`src/hw/rtl/frame_bitmap_allocator_core_defines.svh`:
```
// ----------------------------------------------------------------------------
// Frame bitmap allocator assertion macros
// Concurrent assertion helpers shared by the allocator RTL.
// ----------------------------------------------------------------------------
`ifndef FRAME_BITMAP_ALLOCATOR_CORE_DEFINES_SVH
`define FRAME_BITMAP_ALLOCATOR_CORE_DEFINES_SVH

`ifndef SYNTHESIS
`define FBA_ASSERT_NOW(name, clk, rst_n, ante, cons, msg) \
    name: assert property (@(posedge clk) disable iff (!rst_n) (ante) |-> (cons)) \
        else $error(msg);
`define FBA_ASSERT_NEXT(name, clk, rst_n, ante, cons, msg) \
    name: assert property (@(posedge clk) disable iff (!rst_n) (ante) |=> (cons)) \
        else $error(msg);
`else
`define FBA_ASSERT_NOW(name, clk, rst_n, ante, cons, msg)
`define FBA_ASSERT_NEXT(name, clk, rst_n, ante, cons, msg)
`endif

`endif

```
`src/hw/rtl/fba_pkg.sv`:
```
`timescale 1ns / 1ps
// ----------------------------------------------------------------------------
// Frame bitmap allocator package
// Shared types, codes and sizing helpers for the allocator.
// ----------------------------------------------------------------------------
package fba_pkg;

    localparam int FBA_MAX_FRAMES   = 65536;
    localparam int FBA_FRAME_LIMIT  = 65536;
    localparam int FBA_PADDR_W      = 3;
    localparam int FBA_PDATA_W      = 32;
    localparam int FBA_COUNT_W      = 17;
    localparam int FBA_FRAME_W      = 16;
    localparam logic [FBA_COUNT_W-1:0] FBA_COUNT_RESET = 17'd65536;
    localparam logic FBA_REG_FRAME_COUNT = 1'b0;

    typedef enum logic [1:0] {
        CMD_MAP,
        CMD_ALLOC,
        CMD_UNMAP,
        CMD_FREE
    } fba_cmd_t;

    typedef enum logic [2:0] {
        STAT_DONE,
        STAT_MAPPED,
        STAT_FULL,
        STAT_NOTHING,
        STAT_RANGE
    } fba_status_t;

    typedef enum logic [2:0] {
        S_IDLE,
        S_DECODE,
        S_SCAN_RD,
        S_SCAN_CHK,
        S_FREE_RD,
        S_FREE_WR,
        S_PUSH
    } fba_state_t;

    typedef struct packed {
        fba_status_t             status;
        logic [FBA_FRAME_W-1:0]  frame_number;
        logic                    update_entry;
        logic                    present_bit;
        logic                    writable_bit;
        logic                    user_bit;
    } fba_result_t;

    function automatic int fba_frame_cap(input int max_frames);
        return (max_frames < FBA_FRAME_LIMIT) ? max_frames : FBA_FRAME_LIMIT;
    endfunction

    function automatic int fba_words(input int max_frames);
        return (fba_frame_cap(max_frames) + 31) >> 5;
    endfunction

    function automatic int fba_addr_bits(input int depth);
        return (depth > 1) ? $clog2(depth) : 1;
    endfunction

endpackage

```
`src/hw/rtl/fba_apb_regs.sv`:
```
`timescale 1ns / 1ps
// ----------------------------------------------------------------------------
// Frame bitmap allocator register port
// APB-style access to the frame count register.
// ----------------------------------------------------------------------------
module fba_apb_regs
    import fba_pkg::*;
(
    input  logic                   aclk,
    input  logic                   aresetn,
    input  logic                   psel,
    input  logic                   penable,
    input  logic                   pwrite,
    input  logic [FBA_PADDR_W-1:0] paddr,
    input  logic [FBA_PDATA_W-1:0] pwdata,
    output logic [FBA_PDATA_W-1:0] prdata,
    output logic                   pready,
    output logic [FBA_COUNT_W-1:0] frame_count
);

    logic [FBA_COUNT_W-1:0] frame_count_reg;
    logic                   sel_count;

    assign pready    = 1'b1;
    assign sel_count = (paddr[FBA_PADDR_W-1] == FBA_REG_FRAME_COUNT);

    always_ff @(posedge aclk) begin
        if (!aresetn) begin
            frame_count_reg <= FBA_COUNT_RESET;
        end else if (psel && penable && pwrite && pready && sel_count) begin
            frame_count_reg <= pwdata[FBA_COUNT_W-1:0];
        end
    end

    assign prdata      = sel_count ? FBA_PDATA_W'(frame_count_reg) : '0;
    assign frame_count = frame_count_reg;

endmodule

```
`config.mk`:
```
export PLATFORM = sky130hd
export DESIGN_NAME = fba_apb_regs
export DESIGN_NICKNAME = d
export VERILOG_FILES = /design/src/hw/rtl/frame_bitmap_allocator_core_defines.svh /design/src/hw/rtl/fba_pkg.sv /design/src/hw/rtl/fba_apb_regs.sv
export SDC_FILE = /design/constraint.sdc
export NUM_CORES = 1
export LEC_CHECK = 0
export BUFFER_PORTS_ARGS = -buffer_cell sky130_fd_sc_hd__buf_4
export CAP_MARGIN = 40
export CORE_MARGIN = 2
export CORE_UTILIZATION = 39
export CTS_CLUSTER_DIAMETER = 80
export DETAILED_ROUTE_END_ITERATION = 6
export GPL_ROUTABILITY_DRIVEN = 0
export HOLD_SLACK_MARGIN = 0.15
export PLACE_DENSITY = 0.85
export SYNTH_ARGS = -nofsm -noshare
export SYNTH_HDL_FRONTEND = slang
export SYNTH_SLANG_ARGS = --single-unit
```
`constraint.sdc`:
```
create_clock -name aclk -period 1.4 [get_ports aclk]
set_input_delay 0.21 -clock aclk [delete_from_list [all_inputs] [get_ports aclk]]
set_output_delay 0.21 -clock aclk [all_outputs]
set_load 0.01 [all_outputs]
```
==> results.md, run 1 <==
* Outcome: completed
* Mapped Area at 955 µm²
* Initial antenna violation count at 0
* Flop2flop setup slack at 780 ps
* NumNets Final at 204
* # port buffers at 56
* Final hold vios at 0
* Overall Global Routing Usage at 16.6%
* Final ANT Viol Nets at 0
* Final setup fails at 0
* Die Y at 53.5 µm
* Worst R2R Path Depth at 2
* Post-synthesis sequential area ratio at 35.6%
* Setup Skew at 0 ps
* Via density at 4.41
* Drt first pass iters at 2
* Area growth syn-to-layout at 40.4%
* Setup Fix Bufs, Post-CTS at 0
* Startpoint Class: register
* CP required at 1190 ps
* Final period util at 83.5%
* Chip width at 53.5 µm
* Layout cells sized above 1 at 41.7%
* Die Area at 2860 µm²
* Starting density of the core at 42.3%
* First-pass GRT wire length at 3440 µm
* CP Cell Sequence: and2b_2 > buf_4
* Reg2Reg Capture Point: frame_count[12]
* Ports at 90
* Cts repair resizes at 0
* CTS tree: yes
* Mapped Cells at 111
* Slowest-stage cell, CP: dfxtp_1
* Clock Path Buffers at 2
* CP endpoint kind: primary output
* Worst VDD drop at 0.000378 V
* DRT iter0 DRCs at 4
* Final Max Slew Viols at 0
* Unrepaired setup endpoints after global routing: no
* Max reg flops at 17
* Clock Root Buffer: clkbuf_4
* Mean Syn Cell Area at 8.60 µm²
* Final instance area at 1340 µm²
* Hold EP: frame_count[7]
* Via Count at 843
* DRC viols at 0
* CP max FO at 3
* Max-Cap Viols at 0
* Sink Count at 17
* Cell variety after synth at 11
* Critical Path Max Stage Delay at 340 ps
* Hold/Removal Path Class: input port to register
* Cell Pwr Density at 691 nW/µm²
* Number of diodes at 0
* Reg2reg start: frame_count[12]
* Fmax at 856 MHz
* DPL Wire Length at 1670 µm
* Largest net degree at the start of global routing at 35
* Cell Rows at 17
* Critical path type: register to primary output
* DR WL/cell at 11.2 µm
* Total negative setup slack at 0 ps
* Placed cell areas at 1310 µm²
* Cts bufs inserted at 3
* Vias in the first global route at 770
* Min Clock Period, post-route at 1170 ps
* Total routed wirelength at 2140 µm
* Number of hold buffers added after cts at 0
* Worst-skew pair later-pin latency at 280 ps
* Ys Warns at 0
* Gr ovfl total at 0
* P_leak at 0.663 nW
* Core area at 2250 µm²
* Seq cells post-synth at 17
* CTS HTree Levels at 1
* Worst Hold Depth at 3
* Crit path DAT at 960 ps
* Clock-pin slew on the worst setup and hold paths at 100 ps
* Hold Path Origin: pwdata[7]
-- cell type report --
cell class                 count  area [µm²]
fill                         213         915
multi-input combinational     85         497
timing repair buffer          57         440
sequential                    17         340
tap                           28        35.0
clock buffer                   3        22.5
clock inverter                 1        5.00
-- cell families after synthesis --
| group | share of synthesized area, % |
|---|---|
| other | 0.787 |
| and+or+nand+nor | 27.9 |
| DFF | 35.6 |
| buffers and inverters | 17.8 |
| muxes | 17.8 |
-- power by group --
| part | internal, W | total [W] | switching [W] |
|---|---|---|---|
| registers | 0.000494 | 0.000502 | 0.00000764 |
| clock network | 0.000106 | 0.000260 | 0.000154 |
| logic | 0.0000848 | 0.000165 | 0.0000802 |
-- layout by cell type, fill, tap and decap left out, types with 3 or more instances in the layout --
master     n
nand2_1   32
dfxtp_1   17
and2b_2    7
clkbuf_4   3
buf_4     56
nor2b_1   12
conb_1    16
mux2i_1   17
-- critical path: cells and delay by family, from the launching register on --
kind / cells / cell delay (ps)
buffers and inverters: 1 / 140
and+or+nand+nor: 1 / 200
DFF: 1 / 340
-- how the worst max path moves through the flow --
stage                         start  slack (ps)         endpoint
finish              frame_count[16]         230       prdata[16]
detailed placement         paddr[2]         220  frame_count[14]
global placement           paddr[2]         270   frame_count[9]
global route        frame_count[15]         160       prdata[15]
CTS                 frame_count[16]         220       prdata[16]
floorplan                  paddr[2]         440  frame_count[10]
-- layer usage --
layer	routed length, µm	GRT usage [%]	up-vias	part of all wire, %
met5	0	0	-	0
met2	1140	31.3	36	53
met3	117	3.11	2	5.5
li1	-	-	420	-
met1	864	18.3	385	40
met4	19	5.13	0	0.89
-- metrics by stage --
stage / worst slack (ps) / power, W / hold WS (ps) / utilization (%) / cells
6_report: 232 / 0.000926 / 172 / 59.4 / 191
5_1_grt: 163 / 0.000987 / 160 / 59.4 / 191
4_1_cts: 221 / 0.000935 / 169 / 59.4 / 191
3_5_place_dp: 221 / 0.000679 / 467 / 58.2 / 187
3_3_place_gp: 265 / 0.000673 / 452 / 58.2 / 187
2_1_floorplan: 441 / 0.000630 / 352 / - / 125
-- synthesized netlist by cell type (all sizes together) --
| library cell | count | area (µm²) |
|---|---|---|
| dfxtp | 17 | 340 |
| clkbuf | 5 | 18.8 |
| conb | 2 | 7.51 |
| mux2i | 17 | 170 |
| and4b | 1 | 10.0 |
| nor2b | 12 | 75.1 |
| buf | 18 | 151 |
| and2b | 7 | 61.3 |
| nand2 | 32 | 120 |
No activity file was read; power rests on OpenSTA's default activity.
==> run 2, diff against run 1 <==
--- a/config.mk
+++ b/config.mk
@@ -8,12 +8,12 @@
 export BUFFER_PORTS_ARGS = -buffer_cell sky130_fd_sc_hd__buf_4
 export CAP_MARGIN = 40
 export CORE_MARGIN = 2
-export CORE_UTILIZATION = 39
+export CORE_UTILIZATION = 32
 export CTS_CLUSTER_DIAMETER = 80
 export DETAILED_ROUTE_END_ITERATION = 6
 export GPL_ROUTABILITY_DRIVEN = 0
 export HOLD_SLACK_MARGIN = 0.15
-export PLACE_DENSITY = 0.85
+export PLACE_DENSITY = 0.74
 export SYNTH_ARGS = -nofsm -noshare
 export SYNTH_HDL_FRONTEND = slang
 export SYNTH_SLANG_ARGS = --single-unit
==> constraint.sdc (replaced) <==
create_clock -name aclk -period 0.95 [get_ports aclk]
set_input_delay 0.1425 -clock aclk [delete_from_list [all_inputs] [get_ports aclk]]
set_output_delay 0.1425 -clock aclk [all_outputs]
set_load 0.01 [all_outputs]
==> run 2 against run 1 <==
Compared with the run above:
- the flow now finishes with violations (DRC, setup timing)
- final cell count up 19%
- sequential power up 48%
- sequential share of layout area down 5.8 points
- total power up 64%
==> results.md, run 2 (synthesis gave the netlist of run 1 again) <==
* Largest net degree at the start of global routing at 35 (unchanged)
* DRT iter0 DRCs at 19 (+15)
* Drt first pass iters at 6 (+4)
* Hold/Removal Path Class: input port to register
* Clock Root Buffer: clkbuf_4
* CTS tree: yes
* NumNets Final at 237 (+16%)
* Crit path DAT at 960 ps (about the same)
* Die Area at 3440 µm² (+20%)
* Max reg flops at 17 (unchanged)
* CP endpoint kind: primary output
* Critical path type: register to primary output
* Max-Cap Viols at 0 (unchanged)
* Clock Path Buffers at 2 (unchanged)
* Unrepaired setup endpoints after global routing: yes
* Cell Rows at 19 (+2)
* Starting density of the core at 34.0% (-8.3 points)
* Via Count at 1020 (+21%)
* Total routed wirelength at 3130 µm (+46%)
* Final ANT Viol Nets at 0 (unchanged)
* Area growth syn-to-layout at 93.1%
* Ports at 90 (unchanged)
* P_leak at 0.857 nW (+29%)
* Critical Path Max Stage Delay at 340 ps (about the same)
* Setup Skew at 0 ps (unchanged)
* Pre-CTS setup slack at -83.3 ps (-305 ps)
* Die Y at 58.6 µm (+9.6%)
* Outcome: complete, but fails checks
* Cell Pwr Density at 826 nW/µm² (+19%)
* Violations in the final reports: DRC, setup timing
* Worst R2R Path Depth at 4 (+2)
* Commonest non-fill, non-tap cells in the layout: buf_4, buf_6, nand2_1
* DRC viols at 6 (+6)
* Chip width at 58.6 µm (+9.6%)
* Setup WS post-layout at -150 ps (-381 ps)
* Final hold vios at 0 (unchanged)
* DR WL/cell at 13.8 µm (+23%)
* Number of diodes at 0 (unchanged)
* FF/Latch Area at 362 µm² (+6.3%)
* Worst-skew pair later-pin latency at 290 ps (about the same)
* Startpoint Class: register
* CP Cell Sequence: and2b_2 > buf_6
* Worst VDD drop at 0.000436 V (+15%)
* Core area at 2810 µm² (+24%)
* Final Max Slew Viols at 0 (unchanged)
* Vias in the first global route at 987 (+28%)
* Layout cells sized above 1 at 55.1% (+13 points)
* Final period util at 116%
* # port buffers at 56 (unchanged)
* CTS HTree Levels at 1 (unchanged)
* Fmax at 909 MHz
* CP max FO at 2 (-1)
* Min Clock Period, post-route at 1100 ps
* First-pass GRT wire length at 4370 µm (+27%)
* Cts bufs inserted at 3 (unchanged)
* Worst Hold Depth at 3 (unchanged)
* DPL Wire Length at 1680 µm (+0.60%)
* Final setup fails at 27 (+27)
* Pwr Total at 0.00152 W (+64%)
* Multi-input logic area at 549 µm² (+11%)
* Initial antenna violation count at 0 (unchanged)
* Sink Count at 17 (unchanged)
* Clock-pin slew on the worst setup and hold paths at 110 ps (about the same)
* Overall Global Routing Usage at 17.2% (+0.61 points)
* Via density at 4.49 (+1.8%)
* Gr ovfl total at 0 (unchanged)
* Filler Cell Count at 221 (+3.8%)
* CP required at 810 ps (-380 ps)
* Slowest-stage cell, CP: dfxtp_2
-- run 2: changes by cell type in the layout (fill, tap and decap cells not counted), sizes merged --
cell / delta
dlygate4sd3: +17
buf: +16
-- run 2: final cells by class --
cell class	count	area share, %
sequential	17	19.6
clock buffer	3	1.22
timing repair buffer	90	47.0
multi-input combinational	85	29.8
clock inverter	1	0.272
tap	31	2.10
-- run 2: per-layer routing --
metal / track usage, % / share of wire, % / wire length [µm]
met3: 4.40 / 6.3 / 196
met5: 0 / 0 / 0
met1: 15.4 / 33 / 1040
met2: 34.0 / 55 / 1720
met4: 9.74 / 5.8 / 181
-- run 2: worst paths after layout --
| path | from | to | slack, ps |
|---|---|---|---|
| max | frame_count[14] | prdata[14] | -150 |
| min | aresetn | frame_count[11] | 240 |
| max reg2reg | frame_count[7] | frame_count[7] | 160 |
| min reg2reg | frame_count[9] | frame_count[9] | 480 |
-- run 2: stage by stage --
step | area [µm²] | utilization [%] | hold slack [ps] | setup TNS (ps) | cells
floorplan | 1010 | - | 285 | 0 | 125
global placement | 1320 | 47.2 | 402 | -654 | 191
detailed placement | 1320 | 47.2 | 409 | -1060 | 191
CTS | 1710 | 61.0 | 232 | -2480 | 221
global route | 1840 | 65.7 | 247 | -3700 | 227
finish | 1840 | 65.7 | 241 | -2480 | 227
-- run 2: where the power goes --
part | switching [W] | total (W) | internal [W]
sequential | 0.0000118 | 0.000743 | 0.000731
combinational | 0.000158 | 0.000370 | 0.000212
clock | 0.000252 | 0.000409 | 0.000157
-- run 2: worst max-delay path, delay by kind of cell (launching register included) --
family        cells  cell delay [ps]
flops             1              340
simple gates      1              200
buf+inv           1              120
-- run 2: what timing repair did --
item / in CTS / in global routing
resized for setup: 43 / 21
hold buffers: 17 / 0
endpoints found under the hold margin: 17 / 0
pin swaps: 0 / 0
setup buffers: 9 / 6
setup endpoints to repair: 21 / 33
