$ cat src/hw/rtl/frame_bitmap_allocator_core_defines.svh
// ----------------------------------------------------------------------------
// Frame bitmap allocator assertion macros
// Concurrent assertion helpers shared by the allocator RTL.
// ----------------------------------------------------------------------------
`ifndef FRAME_BITMAP_ALLOCATOR_CORE_DEFINES_SVH
`define FRAME_BITMAP_ALLOCATOR_CORE_DEFINES_SVH

`ifndef SYNTHESIS
`define FBA_ASSERT_NOW(name, clk, rst_n, ante, cons, msg) \
    name: assert property (@(posedge clk) disable iff (!rst_n) (ante) |-> (cons)) \
        else $error(msg);
`define FBA_ASSERT_NEXT(name, clk, rst_n, ante, cons, msg) \
    name: assert property (@(posedge clk) disable iff (!rst_n) (ante) |=> (cons)) \
        else $error(msg);
`else
`define FBA_ASSERT_NOW(name, clk, rst_n, ante, cons, msg)
`define FBA_ASSERT_NEXT(name, clk, rst_n, ante, cons, msg)
`endif

`endif

$ cat src/hw/rtl/fba_pkg.sv
`timescale 1ns / 1ps
// ----------------------------------------------------------------------------
// Frame bitmap allocator package
// Shared types, codes and sizing helpers for the allocator.
// ----------------------------------------------------------------------------
package fba_pkg;

    localparam int FBA_MAX_FRAMES   = 65536;
    localparam int FBA_FRAME_LIMIT  = 65536;
    localparam int FBA_PADDR_W      = 3;
    localparam int FBA_PDATA_W      = 32;
    localparam int FBA_COUNT_W      = 17;
    localparam int FBA_FRAME_W      = 16;
    localparam logic [FBA_COUNT_W-1:0] FBA_COUNT_RESET = 17'd65536;
    localparam logic FBA_REG_FRAME_COUNT = 1'b0;

    typedef enum logic [1:0] {
        CMD_MAP,
        CMD_ALLOC,
        CMD_UNMAP,
        CMD_FREE
    } fba_cmd_t;

    typedef enum logic [2:0] {
        STAT_DONE,
        STAT_MAPPED,
        STAT_FULL,
        STAT_NOTHING,
        STAT_RANGE
    } fba_status_t;

    typedef enum logic [2:0] {
        S_IDLE,
        S_DECODE,
        S_SCAN_RD,
        S_SCAN_CHK,
        S_FREE_RD,
        S_FREE_WR,
        S_PUSH
    } fba_state_t;

    typedef struct packed {
        fba_status_t             status;
        logic [FBA_FRAME_W-1:0]  frame_number;
        logic                    update_entry;
        logic                    present_bit;
        logic                    writable_bit;
        logic                    user_bit;
    } fba_result_t;

    function automatic int fba_frame_cap(input int max_frames);
        return (max_frames < FBA_FRAME_LIMIT) ? max_frames : FBA_FRAME_LIMIT;
    endfunction

    function automatic int fba_words(input int max_frames);
        return (fba_frame_cap(max_frames) + 31) >> 5;
    endfunction

    function automatic int fba_addr_bits(input int depth);
        return (depth > 1) ? $clog2(depth) : 1;
    endfunction

endpackage

$ cat src/hw/rtl/fba_zero_find.sv
`timescale 1ns / 1ps
// ----------------------------------------------------------------------------
// Frame bitmap allocator zero finder
// Locates the lowest clear bit of one 32-bit bitmap word.
// ----------------------------------------------------------------------------
module fba_zero_find (
    input  logic [31:0] word_in,
    output logic        found,
    output logic [4:0]  bit_index
);

    always_comb begin
        bit_index = 5'd0;
        for (int i = 31; i >= 0; i--) begin
            if (!word_in[i]) begin
                bit_index = 5'(i);
            end
        end
    end

    assign found = ~&word_in;

endmodule

$ cat src/hw/rtl/fba_ctrl.sv
`timescale 1ns / 1ps
// ----------------------------------------------------------------------------
// Frame bitmap allocator sequencer
// Steps through the bitmap one word at a time and builds each result word.
// ----------------------------------------------------------------------------
module fba_ctrl
    import fba_pkg::*;
#(
    parameter int MAX_FRAMES = FBA_MAX_FRAMES
) (
    input  logic                         aclk,
    input  logic                         aresetn,
    input  logic [FBA_COUNT_W-1:0]       frame_count,
    input  logic                         s_valid,
    output logic                         s_ready,
    input  logic [1:0]                   s_cmd,
    input  logic [FBA_FRAME_W-1:0]       s_current_frame,
    input  logic                         s_is_kernel,
    input  logic                         s_is_writable,
    input  logic [FBA_FRAME_W-1:0]       s_free_number,
    output logic                         m_valid,
    input  logic                         m_ready,
    output fba_result_t                  m_result,
    output logic                         ram_rd_en,
    output logic                         ram_wr_en,
    output logic [fba_addr_bits(fba_words(MAX_FRAMES))-1:0] ram_addr,
    output logic [31:0]                  ram_wdata,
    input  logic [31:0]                  ram_rdata
);

    localparam int DEPTH = fba_words(MAX_FRAMES);
    localparam int AW    = fba_addr_bits(DEPTH);
    localparam int CAP   = fba_frame_cap(MAX_FRAMES);

    fba_state_t             state_reg, state_next;
    fba_cmd_t               cmd_reg, cmd_next;
    logic [FBA_FRAME_W-1:0] cur_reg, cur_next;
    logic [FBA_FRAME_W-1:0] target_reg, target_next;
    logic                   kern_reg, kern_next;
    logic                   wr_reg, wr_next;
    logic [AW:0]            ptr_reg, ptr_next;
    logic [AW:0]            fill_reg, fill_next;
    fba_result_t            res_reg, res_next;
    fba_result_t            out_reg, out_next;
    logic                   m_valid_reg, m_valid_next;

    logic [FBA_COUNT_W-1:0] lim;
    logic [FBA_COUNT_W:0]   lim_round;
    logic [AW:0]            words;
    logic [AW-1:0]          tgt_word;
    logic [31:0]            tgt_mask;
    logic                   tgt_in_range;
    logic                   tgt_written;
    logic                   is_release;
    logic [31:0]            scan_word;
    logic                   zf_found;
    logic [4:0]             zf_bit;
    logic [FBA_COUNT_W-1:0] scan_idx;
    logic                   scan_ok;
    logic                   out_free;

    assign lim = (frame_count > FBA_COUNT_W'(CAP)) ? FBA_COUNT_W'(CAP) : frame_count;
    assign lim_round = {1'b0, lim} + (FBA_COUNT_W + 1)'(31);
    assign words = lim_round[AW+5:5];

    assign tgt_word     = target_reg[AW+4:5];
    assign tgt_mask     = 32'd1 << target_reg[4:0];
    assign tgt_in_range = ({1'b0, target_reg} < lim);
    assign tgt_written  = ({1'b0, tgt_word} < fill_reg);
    assign is_release   = (cmd_reg == CMD_UNMAP) || (cmd_reg == CMD_FREE);

    assign scan_word = (ptr_reg < fill_reg) ? ram_rdata : '0;
    assign scan_idx  = FBA_COUNT_W'({ptr_reg[AW-1:0], zf_bit});
    assign scan_ok   = zf_found && (scan_idx < lim);
    assign out_free  = !m_valid_reg || m_ready;

    fba_zero_find u_zero_find (
        .word_in   (scan_word),
        .found     (zf_found),
        .bit_index (zf_bit)
    );

    always_comb begin
        state_next = state_reg;
        unique case (state_reg)
            S_IDLE: begin
                if (s_valid) begin
                    state_next = S_DECODE;
                end
            end
            S_DECODE: begin
                if (cmd_reg == CMD_MAP && cur_reg != '0) begin
                    state_next = S_PUSH;
                end else if (!is_release) begin
                    state_next = S_SCAN_RD;
                end else if (cmd_reg == CMD_UNMAP && cur_reg == '0) begin
                    state_next = S_PUSH;
                end else if (!tgt_in_range || !tgt_written) begin
                    state_next = S_PUSH;
                end else begin
                    state_next = S_FREE_RD;
                end
            end
            S_SCAN_RD: begin
                state_next = (ptr_reg == words) ? S_PUSH : S_SCAN_CHK;
            end
            S_SCAN_CHK: begin
                state_next = zf_found ? S_PUSH : S_SCAN_RD;
            end
            S_FREE_RD: begin
                state_next = S_FREE_WR;
            end
            S_FREE_WR: begin
                state_next = S_PUSH;
            end
            S_PUSH: begin
                if (out_free) begin
                    state_next = S_IDLE;
                end
            end
            default: begin
                state_next = S_IDLE;
            end
        endcase
    end

    always_comb begin
        cmd_next     = cmd_reg;
        cur_next     = cur_reg;
        target_next  = target_reg;
        kern_next    = kern_reg;
        wr_next      = wr_reg;
        ptr_next     = ptr_reg;
        fill_next    = fill_reg;
        res_next     = res_reg;
        out_next     = out_reg;
        m_valid_next = m_valid_reg && !m_ready;
        ram_rd_en    = 1'b0;
        ram_wr_en    = 1'b0;
        ram_addr     = ptr_reg[AW-1:0];
        ram_wdata    = scan_word | (32'd1 << zf_bit);
        unique case (state_reg)
            S_IDLE: begin
                if (s_valid) begin
                    cmd_next    = fba_cmd_t'(s_cmd);
                    cur_next    = s_current_frame;
                    kern_next   = s_is_kernel;
                    wr_next     = s_is_writable;
                    target_next = (fba_cmd_t'(s_cmd) == CMD_UNMAP) ? s_current_frame
                                                                  : s_free_number;
                    ptr_next    = '0;
                end
            end
            S_DECODE: begin
                res_next = '0;
                if (cmd_reg == CMD_MAP && cur_reg != '0) begin
                    res_next.status = STAT_MAPPED;
                end else if (is_release) begin
                    if (cmd_reg == CMD_UNMAP && cur_reg == '0) begin
                        res_next.status = STAT_NOTHING;
                    end else if (!tgt_in_range) begin
                        res_next.status = STAT_RANGE;
                    end else begin
                        res_next.update_entry = (cmd_reg == CMD_UNMAP);
                    end
                end
            end
            S_SCAN_RD: begin
                if (ptr_reg == words) begin
                    res_next.status = STAT_FULL;
                end else begin
                    ram_rd_en = 1'b1;
                end
            end
            S_SCAN_CHK: begin
                if (zf_found) begin
                    if (scan_ok) begin
                        ram_wr_en = 1'b1;
                        if (ptr_reg == fill_reg) begin
                            fill_next = fill_reg + 1'b1;
                        end
                        res_next.frame_number = scan_idx[FBA_FRAME_W-1:0];
                        if (cmd_reg == CMD_MAP) begin
                            res_next.update_entry = 1'b1;
                            res_next.present_bit  = 1'b1;
                            res_next.writable_bit = wr_reg;
                            res_next.user_bit     = !kern_reg;
                        end
                    end else begin
                        res_next.status = STAT_FULL;
                    end
                end else begin
                    ptr_next = ptr_reg + 1'b1;
                end
            end
            S_FREE_RD: begin
                ram_rd_en = 1'b1;
                ram_addr  = tgt_word;
            end
            S_FREE_WR: begin
                ram_wr_en = 1'b1;
                ram_addr  = tgt_word;
                ram_wdata = ram_rdata & ~tgt_mask;
            end
            S_PUSH: begin
                if (out_free) begin
                    out_next     = res_reg;
                    m_valid_next = 1'b1;
                end
            end
            default: begin
            end
        endcase
    end

    always_ff @(posedge aclk) begin
        if (!aresetn) begin
            state_reg   <= S_IDLE;
            fill_reg    <= '0;
            m_valid_reg <= 1'b0;
        end else begin
            state_reg   <= state_next;
            fill_reg    <= fill_next;
            m_valid_reg <= m_valid_next;
        end
    end

    always_ff @(posedge aclk) begin
        cmd_reg    <= cmd_next;
        cur_reg    <= cur_next;
        target_reg <= target_next;
        kern_reg   <= kern_next;
        wr_reg     <= wr_next;
        ptr_reg    <= ptr_next;
        res_reg    <= res_next;
        out_reg    <= out_next;
    end

    assign s_ready  = (state_reg == S_IDLE);
    assign m_valid  = m_valid_reg;
    assign m_result = out_reg;

endmodule

$ cat config.mk
export PLATFORM = sky130hd
export DESIGN_NAME = fba_ctrl
export DESIGN_NICKNAME = d
export VERILOG_FILES = /design/src/hw/rtl/frame_bitmap_allocator_core_defines.svh /design/src/hw/rtl/fba_pkg.sv /design/src/hw/rtl/fba_zero_find.sv /design/src/hw/rtl/fba_ctrl.sv
export SDC_FILE = /design/constraint.sdc
export NUM_CORES = 1
export LEC_CHECK = 0
export BUFFER_PORTS_ARGS = -buffer_cell sky130_fd_sc_hd__buf_2
export CORE_UTILIZATION = 56
export CTS_CLUSTER_DIAMETER = 150
export DETAILED_ROUTE_END_ITERATION = 7
export PLACE_DENSITY = 0.89
export SLEW_MARGIN = 0
export SYNTH_ARGS = -nofsm -noshare
export SYNTH_HDL_FRONTEND = slang
export SYNTH_SLANG_ARGS = --single-unit
$ cat constraint.sdc
create_clock -name aclk -period 6 [get_ports aclk]
set_input_delay 0.9 -clock aclk [delete_from_list [all_inputs] [get_ports aclk]]
set_output_delay 0.9 -clock aclk [all_outputs]
set_load 0.1 [all_outputs]
==> results.md, run 1 <==
* CP max-delay cell: edfxtp_1
* Multi-input gate area at 0.00405 mm2
* Worst setup EP type: primary output
* Total GRT Usage at 0.305
* DIE WIDTH at ~120 um
* Multiplexer share of the synthesized area at 0.0361
* Dpl ws at around 660 ps
* Most frequent CP cell: a21o_1
* Syn Nets at about 900
* Final-layout fill cell count at 996
* Share of cells above drive strength 1 at 0.249
* Number of remaining DRC errors at 0
* Max-Cap Viols at 0
* Grt total ovfl at 0
* Total power at 0.00261 W
* Post-synth ARST share at 0
* Fmax at 0.175 GHz
* Hold_ws at 425 ps
* Routed Antenna Nets at 0
* # port buffers at 158
* CTS root buf: clkbuf_16
* CTS Buf Count at 9
* Max incr delay on CP at 580 ps
* Post-synth top area cell: edfxtp_1
* Wirelength per Cell at 19.2 um
* Clock Skews at 7.68 ps
* Number of flops mapped to enable cells by yosys at 94
* Cell area after synthesis at ~0.0075 mm2
* Cell row count at slightly above 40
* Total power divided by cell area at 299 mW/mm2
* Initial antenna violation count at 0
* First-pass GRT wire length at 33,300 um
* Total wire length at 20,800 um
* DRT Pass-1 Iters at 6
* Largest net degree at the start of global routing at 38
* Clock Latency Late Sink at 360 ps
* Top_reg_cell synth: edfxtp_1
* Delay-heaviest family, CP: compound AO/OA/AOI/OAI gates
* Commonest cells after routing, fill and taps aside: 157 x buf_2, 94 x edfxtp_1, 57 x o21ai_0
* Dpl hpwl at 15,900 um
* Endpoints failing setup at 0
* Die Height at around 120 um
* Most area-consuming cells after synthesis: edfxtp_1 38%, ha_1 9.1%, dfxtp_1 4.3%, o21ai_0 3.9%, mux2_2 3.5%
* Vias in the first global route at 6,648
* Final worst-path cycle share at 0.952
* Final nets at roughly 1,000
* Final Hold Viols at 0
* FF+latch count, synth at 110
* Max transition margin at 0.211
* CTS H-tree lvls at 3
* Most common cell after layout, fill and taps aside: buf_2
* Gpl congestion at a little under 1
* Cells after Synth at 759
* Final Max Slew Viols at 0
* Fin util at 0.683
* P_leak at between 3 and 4 nW
* DR vias at roughly 7,100
* Simple-Gate Fraction of Synth Area at 0.195
* Initial drt markers at 995
* CTS clock-pin slew for the worst setup and hold paths at 80 ps
* Worst Path Arrival at between 4000 and 5000 ps
* Required time worst endpoint at 5100 ps
* Synth cell types at 66
* Critical path type: reg2out
* Register area share after synthesis at 0.422
* Crit-path max FO at 12
* # IOs at between 150 and 200
* Syn avg cell area at around 10 um2
* Area occupied by registers at approximately 0.0031 mm2
* Fin crit period at 5710 ps
* Yosys top cell area share at 0.379
* Setup WS post-layout at 285 ps
* RSZ-0062 raised after global routing: no
* Worst Path Buf+Inv at 3
* Clock Path Buffers at 2
* Min-Delay Path Class: reg2reg
* Die ar. at 0.0138 mm2
* Compound-Gate Fraction of Synth Area at 0.198
* Worst ir drop on vdd at 0.195 mV
* Initial Utilization at 0.584
* CTS tree: built
* Cell breakdown of the critical path: ha_1 -> a21o_1 -> a21o_1 -> a21o_1 -> a211oi_1 -> buf_4 -> nand2_1 -> or3_1 -> inv_1 -> ha_1 -> a211oi_1 -> o211ai_1 -> a221o_1 -> a21o_2 -> o21ai_2 -> buf_12
* Clock sinks at 110
* Largest family of logic cells by synthesized area: compound AO/OA/AOI/OAI gates
* Drt via density at about 6.6
* Status: complete, no violations
* Diode count at 0
* Actual slew at the worst max-slew pin at 1180 ps
* Core area at 0.0128 mm2
* Area growth syn-to-layout at 17.1%
* Setup_tns at 0 ps
* Element type at the critical path start: flop
* Synth Area in Adders at 0.0906
* Hold_buf cts at 0
* Synth warnings at 0
* Post-Synth XOR/XNOR Area at 0.0223
cell type report:
class,count,area share
multi-input combinational,580,0.464
sequential,110,0.360
timing repair buffer,168,0.101
clock buffer,9,0.0258
tap,172,0.0247
inverter,36,0.0155
clock inverter,7,0.00874
cell usage after synthesis (3+ instances only):
cell type	instances
ha_1	54
mux2_2	23
o21ai_0	58
nand3_1	26
nand3b_1	10
a211oi_1	12
and3_1	8
a211o_1	5
and4b_1	4
nand4_1	24
nand2_1	47
a31o_2	4
o2111ai_1	3
and2_1	14
o31ai_1	6
xnor2_1	13
nand4b_1	3
o21bai_1	3
edfxtp_1	94
a21o_1	19
or4_1	5
o211ai_1	34
a221oi_1	3
a21oi_1	37
o21a_1	6
inv_1	34
nand2b_1	19
nor3_1	15
nor2b_1	6
a31oi_1	5
buf_1	4
xor2_1	6
dfxtp_1	16
nor4_1	11
or3_1	12
clkbuf_1	25
nor2_1	43
or3b_2	4
and4_1	3
buf_2	4
cells by family (layout without fill, tap and decap cells):
| family | after synthesis | after routing |
|---|---|---|
| multiplexers | 24 | 24 |
| AO/OA/AOI/OAI | 221 | 221 |
| AND/OR/NAND/NOR | 262 | 262 |
| flip-flops | 110 | 110 |
| buffers and inverters | 69 | 220 |
| XOR/XNOR | 19 | 19 |
| adder cells (fa/ha/maj) | 54 | 54 |
routing by layer:
layer	global-route usage	wire [um]
met1	0.397	8340
met2	0.493	9780
met3	0.0637	1940
met4	0.128	738
met5	0	0
through the flow:
stage	cell area, um2	std cells
finish	8730	1082
global route	8730	1082
CTS	8720	1082
detailed placement	8420	1066
global placement	8420	1066
floorplan	7450	759
power by group:
part | internal (W) | switching [W] | total [W]
logic | 0.000239 | 0.000767 | 0.00101
clock network | 0.000296 | 0.000300 | 0.000596
registers | 0.000930 | 0.0000749 | 0.00101
worst register-to-register path, delay by kind of cell (launching register included):
family	cells	cell delay [ps]
AOI/OAI and AO/OA	9	2340
and+or+nand+nor	3	800
adders and majority gates	2	660
DFF	1	580
buffers and inverters	2	390
timing repair:
item	CTS	global route
buffers inserted	0	0
resized for setup	0	2
endpoints found under the hold margin	0	0
endpoints found under the setup margin	0	1
path summary, 6_finish.rpt:
kind                             startpoint                  endpoint  slack (ps)  cells after the start
setup / recovery   ptr_reg[5]$_SDFFCE_PN0P_                 ram_wr_en         290                     16
hold / removal    res_reg[16]$_SDFFCE_PN0P_    m_result[16]$_DFFE_PP_         420                      0
setup reg to reg   ptr_reg[5]$_SDFFCE_PN0P_  res_reg[2]$_SDFFCE_PN0P_         890                     16
hold reg to reg   res_reg[16]$_SDFFCE_PN0P_    m_result[16]$_DFFE_PP_         420                      0
(Power assumes the default switching activity.)
==> inputs of run 2 (changes only) <==
CORE_UTILIZATION = 45   (was 56)
PLACE_DENSITY = 0.75   (was 0.89)
==> run 2 against run 1 <==
- die area grew 24%
- setup slack gained 83 ps
- cell area up 1.2%
- sequential cell count unchanged
- hold slack worse by 4.6 ps
- power is 2.2% higher
- core utilization is 13 points lower
- cell count grew 4.4%
- clock skew about the same
- clock power up 9.7%
- sequential share of layout area fell by 0.43 points
- largest power group is now combinational cells
==> results.md, run 2 (synthesis results as in run 1) <==
* Status: complete, no violations
* Design Area, Final at 0.00883 mm2
* RSZ-0062 raised after global routing: no
* Actual slew at the worst max-slew pin at 1290 ps
* Placed Area at 0.00851 mm2
* Setup_tns at 0 ps
* Final Max Slew Viols at 0
* Core area at 0.0160 mm2
* Clock sinks at 110
* Total GRT Usage at 0.245
* P_leak at roughly 3.4 nW
* Routed Antenna Nets at 0
* Clock share of power at 0.245
* Final-layout fill cell count at 1,481
* Max-Cap Viols at 0
* Fin crit period at 5630 ps
* Grt total ovfl at 0
* Sw frac at 0.420
* Fin util at 0.552
* Die Height at 131 um
* Gpl congestion at around 0.94
* CTS root buf: clkbuf_16
* First-pass GRT wire length at around 32,000 um
* CTS clock-pin slew for the worst setup and hold paths at 70 ps
* CTS tree: built
* DRT Pass-1 Iters at 5
* Worst Path Arrival at 4730 ps
* Initial antenna violation count at 0
* CTS H-tree lvls at 3
* Diode count at 0
* Critical path type: reg2out
* Min-Delay Path Class: reg2reg
* Clock Skews at 7.91 ps
* Internal at 0.00155 W
* Number of remaining DRC errors at 0
* Area growth syn-to-layout at 18.5%
* Switching Power at roughly 0.0011 W
* Largest net degree at the start of global routing at 38
* Most common cell after layout, fill and taps aside: buf_2
* Crit-path max FO at 11
* DR vias at 6,822
* # IOs at 159
* FF-to-FF path depth at 16
* Total power divided by cell area at 302 mW/mm2
* Worst ir drop on vdd at 0.181 mV
* Die ar. at 0.0171 mm2
* Drt via density at roughly 6
* Final worst-path cycle share at 0.939
* Hold_buf cts at 0
* Max transition margin at 0.136
* Total wire length at 20,600 um
* Required time worst endpoint at 5100 ps
* Hold path depth at 0
* Endpoints failing setup at 0
* Commonest cells after routing, fill and taps aside: 157 x buf_2, 94 x edfxtp_1, 57 x o21ai_0
* Combinational share of power at 0.382
* Wirelength per Cell at 18.2 um
* Vias in the first global route at 6,046
* Final Hold Viols at 0
* CTS Buf Count at 9
* Initial Utilization at 0.466
* Reg power frac at 0.373
* Dpl hpwl at 16,100 um
* Gates resized, CTS repair at 0
* Total power at 0.00267 W
* DIE WIDTH at 131 um
* Cell row count at 46
* Share of cells above drive strength 1 at 0.249
* Clock Latency Late Sink at about 360 ps
* Element type at the critical path start: flop
* Fmax at 0.178 GHz
* Final nets at 1,052
* Initial drt markers at 509
* # port buffers at about 160
* Post CTS Setup Buffer Count at 0
* Worst setup EP type: primary output
* Clock Path Buffers at 2
==> run 2: power by group through the flow <==
stage	logic (W)	registers, W	clock network, W
2_1_floorplan	0.000771	0.00101	0
3_3_place_gp	0.00100	0.00101	0
3_5_place_dp	0.00101	0.00101	0
4_1_cts	0.00101	0.000992	0.000663
5_1_grt	0.00108	0.00100	0.000693
6_report	0.00102	0.000994	0.000654
==> run 2: per-stage QoR <==
stage,hold slack (ps),setup slack (ps),cells
floorplan,400,400,759
global placement,401,811,1114
detailed placement,405,744,1114
CTS,422,397,1130
global route,426,83.2,1130
finish,420,368,1130
==> run 2: final timing paths <==
kind,from,to,slack (ps)
setup / recovery,ptr_reg[3]$_SDFFCE_PN0P_,ram_wr_en,370
hold / removal,res_reg[15]$_SDFFCE_PN0P_,m_result[15]$_DFFE_PP_,420
setup reg to reg,ptr_reg[3]$_SDFFCE_PN0P_,res_reg[0]$_SDFFCE_PN0P_,1020
hold reg to reg,res_reg[15]$_SDFFCE_PN0P_,m_result[15]$_DFFE_PP_,420
==> run 2: layout make-up <==
type	instances	area, um2	share of cell area
multi-input combinational	580	4050	0.458
sequential	110	3140	0.356
timing repair buffer	172	911	0.103
tap	216	270	0.0306
clock buffer	10	229	0.0259
inverter	36	135	0.0153
clock inverter	6	97.6	0.0110
==> run 2: routing by layer <==
metal	track usage	vias to the layer above	share of wire
met1	0.333	3190	0.44
met5	0	-	0
met4	0.128	0	0.041
li1	-	3236	-
met2	0.374	339	0.45
met3	0.0440	57	0.072
==> run 2: worst max-delay path, cell delays in order, from the launching register on <==
cell      delay [ps]
edfxtp_1         510
ha_1             350
and3_1           200
a221oi_1         290
nor3_1            90
a211oi_1         210
buf_4            220
nand2_1           60
or3_1            430
inv_1            160
ha_1             270
a211oi_1         220
o211ai_1         130
a221o_1          390
a21o_1           310
o21ai_1          300
buf_12           220
